<file path="src/rtl/assert_macros.svh">
// ---------------------------------------------------------------------------
// Assertion macros
// Shared concurrent assertion forms, compiled out under NO_ASSERTIONS.
// ---------------------------------------------------------------------------
`ifndef ASSERT_MACROS_SVH
`define ASSERT_MACROS_SVH

`ifndef NO_ASSERTIONS

// Check that expr holds at every edge outside reset.
`define ASSERT_ALWAYS(name, clk, rst_n, expr) \
  name: assert property (@(posedge clk) disable iff (!(rst_n)) (expr)) \
    else $error("assertion failed");

// Check that cons holds at the edge where ante holds.
`define ASSERT_SAME(name, clk, rst_n, ante, cons) \
  name: assert property (@(posedge clk) disable iff (!(rst_n)) (ante) |-> (cons)) \
    else $error("assertion failed");

// Check that cons holds at the edge after the one where ante holds.
`define ASSERT_NEXT(name, clk, rst_n, ante, cons) \
  name: assert property (@(posedge clk) disable iff (!(rst_n)) (ante) |=> (cons)) \
    else $error("assertion failed");

`else

`define ASSERT_ALWAYS(name, clk, rst_n, expr)
`define ASSERT_SAME(name, clk, rst_n, ante, cons)
`define ASSERT_NEXT(name, clk, rst_n, ante, cons)

`endif

`endif

</file>
<file path="src/rtl/aip_pkg.sv">
// ---------------------------------------------------------------------------
// ASCII integer parser package
// Field widths, character codes, parse phases, number forms and digit decode.
// ---------------------------------------------------------------------------
package aip_pkg;

  localparam int VALUE_WIDTH_DEF = 32;
  localparam int OUT_W           = 32;
  localparam int FORM_W          = 2;
  localparam int PHASE_W         = 3;
  localparam int CHAR_W          = 8;

  typedef logic [CHAR_W-1:0] char_t;
  typedef logic [FORM_W-1:0] form_t;
  typedef logic [PHASE_W-1:0] phase_t;

  localparam char_t CHAR_MINUS = 8'h2D;  // '-'
  localparam char_t CHAR_ZERO  = 8'h30;  // '0'
  localparam char_t CHAR_NINE  = 8'h39;  // '9'
  localparam char_t CHAR_X_LO  = 8'h78;  // 'x'
  localparam char_t CHAR_X_UP  = 8'h58;  // 'X'
  localparam char_t CHAR_A_LO  = 8'h61;  // 'a'
  localparam char_t CHAR_F_LO  = 8'h66;  // 'f'
  localparam char_t CHAR_A_UP  = 8'h41;  // 'A'
  localparam char_t CHAR_F_UP  = 8'h46;  // 'F'
  localparam char_t CHAR_QUOTE = 8'h27;  // '\''

  localparam phase_t PH_IDLE  = 3'd0;
  localparam phase_t PH_LEAD  = 3'd1;
  localparam phase_t PH_ZERO  = 3'd2;
  localparam phase_t PH_DEC   = 3'd3;
  localparam phase_t PH_HEX   = 3'd4;
  localparam phase_t PH_QUOTE = 3'd5;

  localparam form_t FORM_DEC   = 2'd0;
  localparam form_t FORM_HEX   = 2'd1;
  localparam form_t FORM_QUOTE = 2'd2;

  typedef struct packed {
    logic       ok;
    logic [3:0] val;
  } digit_t;

  function automatic digit_t dec_digit(char_t c);
    digit_t d;
    d.ok  = (c >= CHAR_ZERO) && (c <= CHAR_NINE);
    d.val = c[3:0];
    return d;
  endfunction

  function automatic digit_t hex_digit(char_t c);
    digit_t d;
    char_t  t;
    d.ok  = 1'b0;
    d.val = 4'd0;
    if ((c >= CHAR_ZERO) && (c <= CHAR_NINE)) begin
      d.ok  = 1'b1;
      d.val = c[3:0];
    end else if ((c >= CHAR_A_LO) && (c <= CHAR_F_LO)) begin
      t     = c - CHAR_A_LO + 8'd10;
      d.ok  = 1'b1;
      d.val = t[3:0];
    end else if ((c >= CHAR_A_UP) && (c <= CHAR_F_UP)) begin
      t     = c - CHAR_A_UP + 8'd10;
      d.ok  = 1'b1;
      d.val = t[3:0];
    end
    return d;
  endfunction

endpackage

</file>
<file path="src/rtl/ascii_integer_parser.sv">
// ---------------------------------------------------------------------------
// ASCII integer parser
// Converts a byte stream into signed integers: decimal, 0x hex or quoted.
// ---------------------------------------------------------------------------
// Usage:
//  Input channel: one text byte per word on char_byte_i, begins_i flags the
//  first byte of a string. A word moves when in_valid_i is high and in_stall_o
//  is low. An optional '-', then "0x"/"0X" hex digits, a quote and one byte,
//  or decimal digits. The first byte that does not fit ends the number and
//  yields one result word; later bytes are dropped until the next flagged one.
//  Output channel: value_o and number_form_o move when out_valid_o is high and
//  out_stall_i is low.
//  Throughput: one byte per cycle while in_stall_o is low; the per-byte
//  update (shift or times ten plus an add into the accumulator) completes in
//  the cycle the byte is taken. The result of a terminating byte is
//  registered in the output register, or in the skid register if that waits.
//  Stall: a skid register holds one result while the output register waits,
//  so input keeps flowing; in_stall_o rises only when both are full.
//  Reset: asynchronous, clears the phase to idle and empties both registers.
// ---------------------------------------------------------------------------
module ascii_integer_parser #(
  parameter int VALUE_WIDTH = aip_pkg::VALUE_WIDTH_DEF
) (
  input  logic                                clk_i,
  input  logic                                rst_ni,
  input  logic                                in_valid_i,
  output logic                                in_stall_o,
  input  logic [aip_pkg::CHAR_W-1:0]          char_byte_i,
  input  logic                                begins_i,
  output logic                                out_valid_o,
  input  logic                                out_stall_i,
  output logic signed [aip_pkg::OUT_W-1:0]    value_o,
  output logic [aip_pkg::FORM_W-1:0]          number_form_o
);
  import aip_pkg::*;

  typedef logic [VALUE_WIDTH-1:0] acc_t;

  typedef struct packed {
    logic signed [OUT_W-1:0] value;
    form_t                   form;
  } result_t;

  phase_t  phase_q, phase_d;
  logic    neg_q, neg_d;
  acc_t    acc_q, acc_d;

  logic    out_valid_q, skid_valid_q;
  result_t out_q, skid_q;

  logic    in_fire, out_fire;
  logic    emit;
  form_t   emit_form;
  acc_t    emit_mag, emit_val;
  result_t res;

  phase_t  eff_phase;
  logic    eff_neg;
  acc_t    eff_acc;
  digit_t  dd, hd;
  acc_t    dec_next, hex_next;

  assign in_fire  = in_valid_i & ~in_stall_o;
  assign out_fire = out_valid_q & ~out_stall_i;

  assign dd = dec_digit(char_byte_i);
  assign hd = hex_digit(char_byte_i);

  // A flagged byte restarts the conversion from a clean state.
  assign eff_phase = begins_i ? PH_LEAD : phase_q;
  assign eff_neg   = begins_i ? 1'b0 : neg_q;
  assign eff_acc   = begins_i ? '0 : acc_q;

  assign dec_next = {eff_acc[VALUE_WIDTH-4:0], 3'b000}
                  + {eff_acc[VALUE_WIDTH-2:0], 1'b0}
                  + VALUE_WIDTH'(dd.val);
  assign hex_next = {eff_acc[VALUE_WIDTH-5:0], hd.val};

  always_comb begin
    phase_d   = eff_phase;
    neg_d     = eff_neg;
    acc_d     = eff_acc;
    emit      = 1'b0;
    emit_form = FORM_DEC;
    emit_mag  = eff_acc;
    if (begins_i && (char_byte_i == CHAR_MINUS)) begin
      neg_d = 1'b1;
    end else begin
      unique case (eff_phase) inside
        PH_LEAD, PH_ZERO, PH_DEC: begin
          if ((eff_phase == PH_LEAD) && (char_byte_i == CHAR_ZERO)) begin
            phase_d = PH_ZERO;
          end else if ((eff_phase == PH_LEAD) && (char_byte_i == CHAR_QUOTE)) begin
            phase_d = PH_QUOTE;
          end else if ((eff_phase == PH_ZERO) &&
                       ((char_byte_i == CHAR_X_LO) || (char_byte_i == CHAR_X_UP))) begin
            phase_d = PH_HEX;
          end else if (dd.ok) begin
            acc_d   = dec_next;
            phase_d = PH_DEC;
          end else begin
            emit    = 1'b1;
            phase_d = PH_IDLE;
          end
        end
        PH_HEX: begin
          if (hd.ok) begin
            acc_d = hex_next;
          end else begin
            emit      = 1'b1;
            emit_form = FORM_HEX;
            phase_d   = PH_IDLE;
          end
        end
        PH_QUOTE: begin
          emit      = 1'b1;
          emit_form = FORM_QUOTE;
          emit_mag  = VALUE_WIDTH'(char_byte_i);
          phase_d   = PH_IDLE;
        end
        default: begin
          phase_d = PH_IDLE;
        end
      endcase
    end
  end

  assign emit_val  = eff_neg ? (acc_t'(0) - emit_mag) : emit_mag;
  assign res.value = OUT_W'($signed(emit_val));
  assign res.form  = emit_form;

  always_ff @(posedge clk_i or negedge rst_ni) begin
    if (!rst_ni) begin
      phase_q <= PH_IDLE;
      neg_q   <= 1'b0;
      acc_q   <= '0;
    end else if (in_fire) begin
      phase_q <= phase_d;
      neg_q   <= neg_d;
      acc_q   <= acc_d;
    end
  end

  // Output register plus one skid entry; the skid drains first.
  always_ff @(posedge clk_i or negedge rst_ni) begin
    if (!rst_ni) begin
      out_valid_q  <= 1'b0;
      skid_valid_q <= 1'b0;
    end else if (skid_valid_q) begin
      if (out_fire) begin
        skid_valid_q <= 1'b0;
      end
    end else if (in_fire && emit) begin
      if (out_valid_q && !out_fire) begin
        skid_valid_q <= 1'b1;
      end else begin
        out_valid_q <= 1'b1;
      end
    end else if (out_fire) begin
      out_valid_q <= 1'b0;
    end
  end

  always_ff @(posedge clk_i) begin
    if (skid_valid_q) begin
      if (out_fire) begin
        out_q <= skid_q;
      end
    end else if (in_fire && emit) begin
      if (out_valid_q && !out_fire) begin
        skid_q <= res;
      end else begin
        out_q <= res;
      end
    end
  end

  assign in_stall_o    = skid_valid_q;
  assign out_valid_o   = out_valid_q;
  assign value_o       = out_q.value;
  assign number_form_o = out_q.form;

`include "assert_macros.svh"

  `ASSERT_ALWAYS(a_skid_behind_out, clk_i, rst_ni, !skid_valid_q || out_valid_q)
  `ASSERT_SAME(a_skid_on_stall, clk_i, rst_ni, $rose(skid_valid_q),
               $past(out_valid_q && out_stall_i))
  `ASSERT_NEXT(a_emit_to_idle, clk_i, rst_ni, in_fire && emit, phase_q == PH_IDLE)
  `ASSERT_NEXT(a_minus_sets_neg, clk_i, rst_ni,
               in_fire && begins_i && (char_byte_i == CHAR_MINUS),
               neg_q && (phase_q == PH_LEAD) && (acc_q == '0))

endmodule

</file>
<file path="config.mk">
export PLATFORM = sky130hd
export DESIGN_NAME = ascii_integer_parser
export DESIGN_NICKNAME = d
export VERILOG_FILES = /design/src/rtl/aip_pkg.sv /design/src/rtl/ascii_integer_parser.sv
export VERILOG_INCLUDE_DIRS = /design/src /design/src/rtl
export SDC_FILE = /design/constraint.sdc
export NUM_CORES = 1
export LEC_CHECK = 0
export BUFFER_PORTS_ARGS = -buffer_cell sky130_fd_sc_hd__buf_4
export CAP_MARGIN = 10
export CORE_MARGIN = 5
export CORE_UTILIZATION = 60
export CTS_CLUSTER_DIAMETER = 40
export DETAILED_ROUTE_END_ITERATION = 10
export PLACE_DENSITY = 0.76
export SLEW_MARGIN = 5
export SYNTH_ARGS = -nofsm -noshare
export SYNTH_HDL_FRONTEND = slang
export SYNTH_SLANG_ARGS = --single-unit
</file>
<file path="constraint.sdc">
create_clock -name clk_i -period 6.73 [get_ports clk_i]
set_clock_uncertainty 0.15 [all_clocks]
set_input_delay 0.673 -clock clk_i [delete_from_list [all_inputs] [get_ports clk_i]]
set_output_delay 0.673 -clock clk_i [all_outputs]
set_load 0.02 [all_outputs]
</file>
Yosys cells after proc, flatten, opt, wreduce, memory -nomap -nowiden
Cells that the tools add are included.
Word-level totals
  logic and storage cells: 101
  bits in registers: 106
  output and inout bits: 36
Operators by class
  muxes and demuxes: 45
  order comparisons: 6
  bitwise operators: 4
  equal/unequal tests: 13
  reductions and logical operators: 17
  add/subtract/negate cells: 7
Operators with widths (count)
  two-way mux 32 bit: 10
  two-way mux 34 bit: 4
  case mux 32 bit (2 select lines): 1
  adder 32 bit: 1
  adder 32 x 4 -> 32 bit: 1
  subtractor 1 x 32 -> 32 bit, first input constant: 1
  == test 8 x 6 -> 1 bit, second input constant: 3
  two-way mux 3 bit: 6
  == test 8 x 7 -> 1 bit, second input constant: 2
  greater-or-equal comparator 8 x 7 -> 1 bit, second input constant: 2
  <= comparator 8 x 7 -> 1 bit, second input constant: 2
  two-way mux 1 bit: 16
  two-way mux 5 bit: 3
  logical AND 1 bit: 9
  AND reduction 3 bit: 3
  adder 4 bit, second input constant: 2
  greater-or-equal comparator 8 x 6 -> 1 bit, second input constant: 1
  <= comparator 8 x 6 -> 1 bit, second input constant: 1
  subtractor 4 x 1 -> 4 bit, second input constant: 2
  == test 3 x 2 -> 1 bit, second input constant: 2
  == test 3 bit, second input constant: 2
  case mux 3 bit (2 select lines): 1
  two-way mux 2 bit: 2
  != test 2 bit, second input constant: 2
  other kinds (10): 13

Depth between registers and ports, before layout
  depth in word-level cells: 11
  mapped depth: 19

Least setup slack after synthesis
OpenSTA, ideal clock, no wires.
  kind: input to register
  start: in begins_i
  end: reg out_q (netlist bit number_form_o[0]), enable pin
  data required time: 6.102 ns
  slack: 1.472 ns
  stages: 9
  path buffers: 6
  arrival time: 4.631 ns
  cell sequence: buf_2 buf_2 clkbuf_1 clkbuf_1 clkbuf_1 buf_1 a21oi_1 nand2_1 a21boi_0
On the way
  longest elaborated chain between the ends: 11
RTL lines
  start, declared: line ascii_integer_parser.sv:29  | input logic begins_i,
  two-way mux 3 bit: line ascii_integer_parser.sv:70  | assign eff_phase = begins_i ? PH_LEAD : phase_q;
  == test 3 x 2 -> 1 bit: line ascii_integer_parser.sv:95  | end else if ((eff_phase == PH_ZERO) &&
  logical AND 1 bit: line ascii_integer_parser.sv:95
  two-way mux 1 bit: line ascii_integer_parser.sv:95
  two-way mux 1 bit: line ascii_integer_parser.sv:93  | end else if ((eff_phase == PH_LEAD) && (char_byte_i == CHAR_QUOTE)) begin
  two-way mux 1 bit: line ascii_integer_parser.sv:91  | if ((eff_phase == PH_LEAD) && (char_byte_i == CHAR_ZERO)) begin
  case mux 1 bit (3 select lines): line ascii_integer_parser.sv:89  | unique case (eff_phase) inside
  two-way mux 1 bit *: line ascii_integer_parser.sv:86  | if (begins_i && (char_byte_i == CHAR_MINUS)) begin
  logical AND 1 bit *: line ascii_integer_parser.sv:169  | end else if (in_fire && emit) begin
  nonzero test 2 bit (no line) *
  AND reduction 3 bit (no line) *
  end signal, assigned: line ascii_integer_parser.sv:167  | out_q <= skid_q;
  end signal, assigned: line ascii_integer_parser.sv:173  | out_q <= res;
  end, declared: line ascii_integer_parser.sv:49  | result_t out_q, skid_q;
Mark *: on every way between the ends. The rest lies on a longest branch, timed or not.
A chain may end at the register's enable or synchronous reset.

Worst setup path in the final report
  start: in begins_i
  end: reg acc_q[14]
On the way
  longest elaborated chain between the ends: 9
RTL lines
  two-way mux 32 bit: line ascii_integer_parser.sv:72  | assign eff_acc = begins_i ? '0 : acc_q;
  adder 32 bit: line ascii_integer_parser.sv:75  | + {eff_acc[VALUE_WIDTH-2:0], 1'b0}
  adder 32 x 4 -> 32 bit: line ascii_integer_parser.sv:76  | + VALUE_WIDTH'(dd.val);
  two-way mux 32 bit: line ascii_integer_parser.sv:98  | end else if (dd.ok) begin
  two-way mux 32 bit: line ascii_integer_parser.sv:95
  two-way mux 32 bit: line ascii_integer_parser.sv:93
  two-way mux 32 bit: line ascii_integer_parser.sv:91
  case mux 32 bit (2 select lines): line ascii_integer_parser.sv:89
  two-way mux 32 bit *: line ascii_integer_parser.sv:86
  end signal, assigned: line ascii_integer_parser.sv:136  | acc_q <= '0;
  end signal, assigned: line ascii_integer_parser.sv:140  | acc_q <= acc_d;
  end, declared: line ascii_integer_parser.sv:46  | acc_t acc_q, acc_d;
Marked as above.

==> flow_summary.ini <==
[layout]
drive_gt1_frac = 0.129
area_growth_pct = 9.67
multi_input_area_sq_um = 4580
n_antenna_cell = 0
fin_nets = 934
final_util = 0.674
ff_latch_area_sq_um = 2990
fillers = 1019
fin_area_sq_um = 8550

[floorplanning]
die_h_um = 124
start_util = 0.615
core_sq_um = 12700
dieArea_sq_um = 15400
fp.dieW_um = 124
io_pins = 49
rows = 41

[run]
max-cap-violations = 0

[timing]
max_freq_mhz = 224
rsz0062_at_grt = false
final.setup.tns_ps = 0
hold_ws_ps = 127
setup_viol = 0
fin_crit_ps = 4460
relSlewSlack = 0.263
report.final.slew_viol_count = 0
timing_hold_violations_final = 0
tightest_slew_ps = 1100
fin_crit_sh = 0.663

[detailed_routing]
ant_nets = 0
routed-wl-met2_um = 9320
first_pass_iters = 6
first_iter_violations = 866
dr_total_vias = 6738
dr_wl_met3_um = 1320
routedWlPerCell_um = 19.3
viasPerCell = 6.51
top_layer = met4
routed_wl_um = 19900
route.detailed.drc = 0
drt-met1-wl_um = 8810

[yosys]
async_flop_share = 0.358
syn_nets = 912
ys_types = 74
syn_avg_cell_area_sq_um = 9.32
netlist_area_sq_um = 7790
yosysTopAreaCellShare = 0.262
yosysTopAreaCell = edfxtp_1
synth.most_common_cell = nand2_1
synth_cells = 836
synth_area_leaders = edfxtp_1 (26%), dfrtp_1 (12%), ha_1 (10%)
synth-edff-count = 68
ys_warn_count = 0
ys_ff_latch = 106
ys_seq_area_frac = 0.384
synth_common_cells = nand2_1 (90), nor2_1 (70), edfxtp_1 (68)
synth_flop_cell = edfxtp_1

[grt]
antenna_found_initial = 0
grt_first_pass_wirelength_um = 33200
grt_max_degree = 83
overflow = 0
grt_pass1_vias = 6484
grt_use_total = 0.274

[cts]
clockBufferDepth = 2
path_clk_slew_ps = 80
cts_resized = 0
cts.hold.buffers_added = 0
cts_buffers = 9
htreeDepth = 3
postCtsSetupRepairBufs = 0
cts_tree = built
cts-root-buf = clkbuf_16
clkSinkCount = 106
insertion_delay_ps = 360

[hold_path]
min_path_type = in2async

[setup_path]
slowest_delay_ps = 600
cp-end-kind = flop
worstPathCellList = buf_4 -> nand2b_1 -> xnor2_1 -> ha_1 -> fa_1 -> a21o_1 -> a221oi_1 -> o21ai_0 -> a22o_1 -> or3_1 -> o21ai_0 -> xnor2_1 -> a221oi_1 -> o21ai_1
startpoint_type = input port
criticalPathCategory = in2reg
path_buf_inv = 1
path_delay_family = compound AO/OA/AOI/OAI gates
r2r_slack_ps = 2730
cp_slowest_cell = buf_4
arrival_ps = 4550
critPathRequiredTime_ps = 6820
crit_fanout = 82

[placed_design]
port-buffer-count = 48
placed_area_sq_um = 8260
routabilityCongestion = 0.898
hpwlAfterDp_um = 14600

[pwr]
total_power_mw = 2.29
vdd.ir_drop.worst_mv = 0.171
leakagePower_nw = 3.73
powerDensity_nw_per_um2 = 268

[outcome]
outcome = complete, no violations
[path summary, 6_finish.rpt]
| path | startpoint | cells past startpoint | to |
|---|---|---|---|
| setup / recovery | begins_i | 14 | acc_q[14] |
| hold / removal | rst_ni | 1 | phase_q[0] |
| setup reg to reg | acc_q[10] | 11 | acc_q[28] |
| hold reg to reg | acc_q[21] | 2 | acc_q[21] |
| max in group asynchronous | rst_ni | 1 | acc_q[24] |
| min in group clk_i | acc_q[21] | 2 | acc_q[21] |
[cell usage in the layout, fill, tap and decap left out, types with 4 or more instances in the layout]
| cell | netlist | layout |
|---|---|---|
| o21bai_1 | 6 | 6 |
| nor3_1 | 24 | 23 |
| mux2i_1 | 10 | 10 |
| ha_1 | 62 | 62 |
| a22o_1 | 4 | 4 |
| a221oi_1 | 10 | 10 |
| nand4_1 | 5 | 5 |
| nand2b_1 | 13 | 13 |
| o21ai_0 | 57 | 57 |
| inv_1 | 13 | 13 |
| mux2_2 | 24 | 24 |
| xor2_1 | 15 | 15 |
| a31oi_1 | 9 | 9 |
| dfrtp_1 | 38 | 38 |
| a311oi_1 | 6 | 6 |
| nor4b_1 | 4 | 4 |
| a22oi_1 | 8 | 8 |
| or3_1 | 9 | 9 |
| and3_1 | 11 | 11 |
| edfxtp_1 | 68 | 68 |
| o31ai_1 | 14 | 14 |
| and2_1 | 7 | 7 |
| nor2_1 | 70 | 69 |
| a32oi_1 | 4 | 4 |
| xnor2_1 | 25 | 25 |
| o22ai_1 | 4 | 4 |
| a211oi_1 | 7 | 7 |
| a21o_1 | 14 | 14 |
| a21oi_1 | 50 | 50 |
| nor2b_1 | 32 | 31 |
| o211ai_1 | 4 | 4 |
| nand3_1 | 15 | 15 |
| o21ai_1 | 6 | 6 |
| nand2_1 | 90 | 90 |
| clkbuf_16 | 0 | 9 |
| buf_4 | 0 | 55 |
| o21a_1 | 4 | 4 |
[worst register-to-register path, stage by stage, from the launching register on]
cell and delay [ps]:
dfrtp_1 460, nor2b_1 520, ha_1 350, ha_1 380, a21oi_1 90, o21ai_0 360, o31ai_1 190, a31o_2 290
o311ai_1 570, a31oi_1 210, xor2_1 170, o21ai_0 170
[power by group]
part	leakage [nW]	total (mW)	switching, mW	internal [mW]
sequential	1.15	0.942	0.0734	0.869
clock	0.135	0.502	0.248	0.254
combinational	2.44	0.845	0.522	0.323
[per-stage QoR]
stage / instances / worst slack (ps)
5_1_grt: 1035 / 2030
2_1_floorplan: 836 / 1470
3_3_place_gp: 1018 / 1970
3_5_place_dp: 1018 / 1900
4_1_cts: 1034 / 2270
6_report: 1035 / 2270
[metal layers]
layer / up-vias / GRT usage
met5: - / 0
met4: 0 / 0.0945
met3: 40 / 0.0336
met2: 294 / 0.442
met1: 3224 / 0.383
li1: 3180 / -
[flip-flops by register name, summed over array words and instances (netlist names)]
register / count
out_valid_o: 1
number_form_o: 2
phase_q: 3
acc_q: 32
neg_q: 1
skid_q: 34
in_stall_o: 1
value_o: 32
[area by class of cell]
| cell class | count | share of cell area |
|---|---|---|
| Timing Repair Buffer | 56 | 0.0489 |
| Tap cell | 172 | 0.0252 |
| Sequential cell | 106 | 0.350 |
| Clock buffer | 9 | 0.0264 |
| Multi-Input combinational cell | 670 | 0.536 |
| Clock inverter | 7 | 0.00630 |
| Inverter | 15 | 0.00659 |
[logic make-up after synthesis]
group | synth area share
AO/OA/AOI/OAI | 0.202
XOR/XNOR | 0.0450
adder cells (fa/ha/maj) | 0.102
buffers and inverters | 0.0303
flip-flops | 0.384
multiplexers | 0.0522
AND/OR/NAND/NOR | 0.184
(Power assumes the default switching activity.)
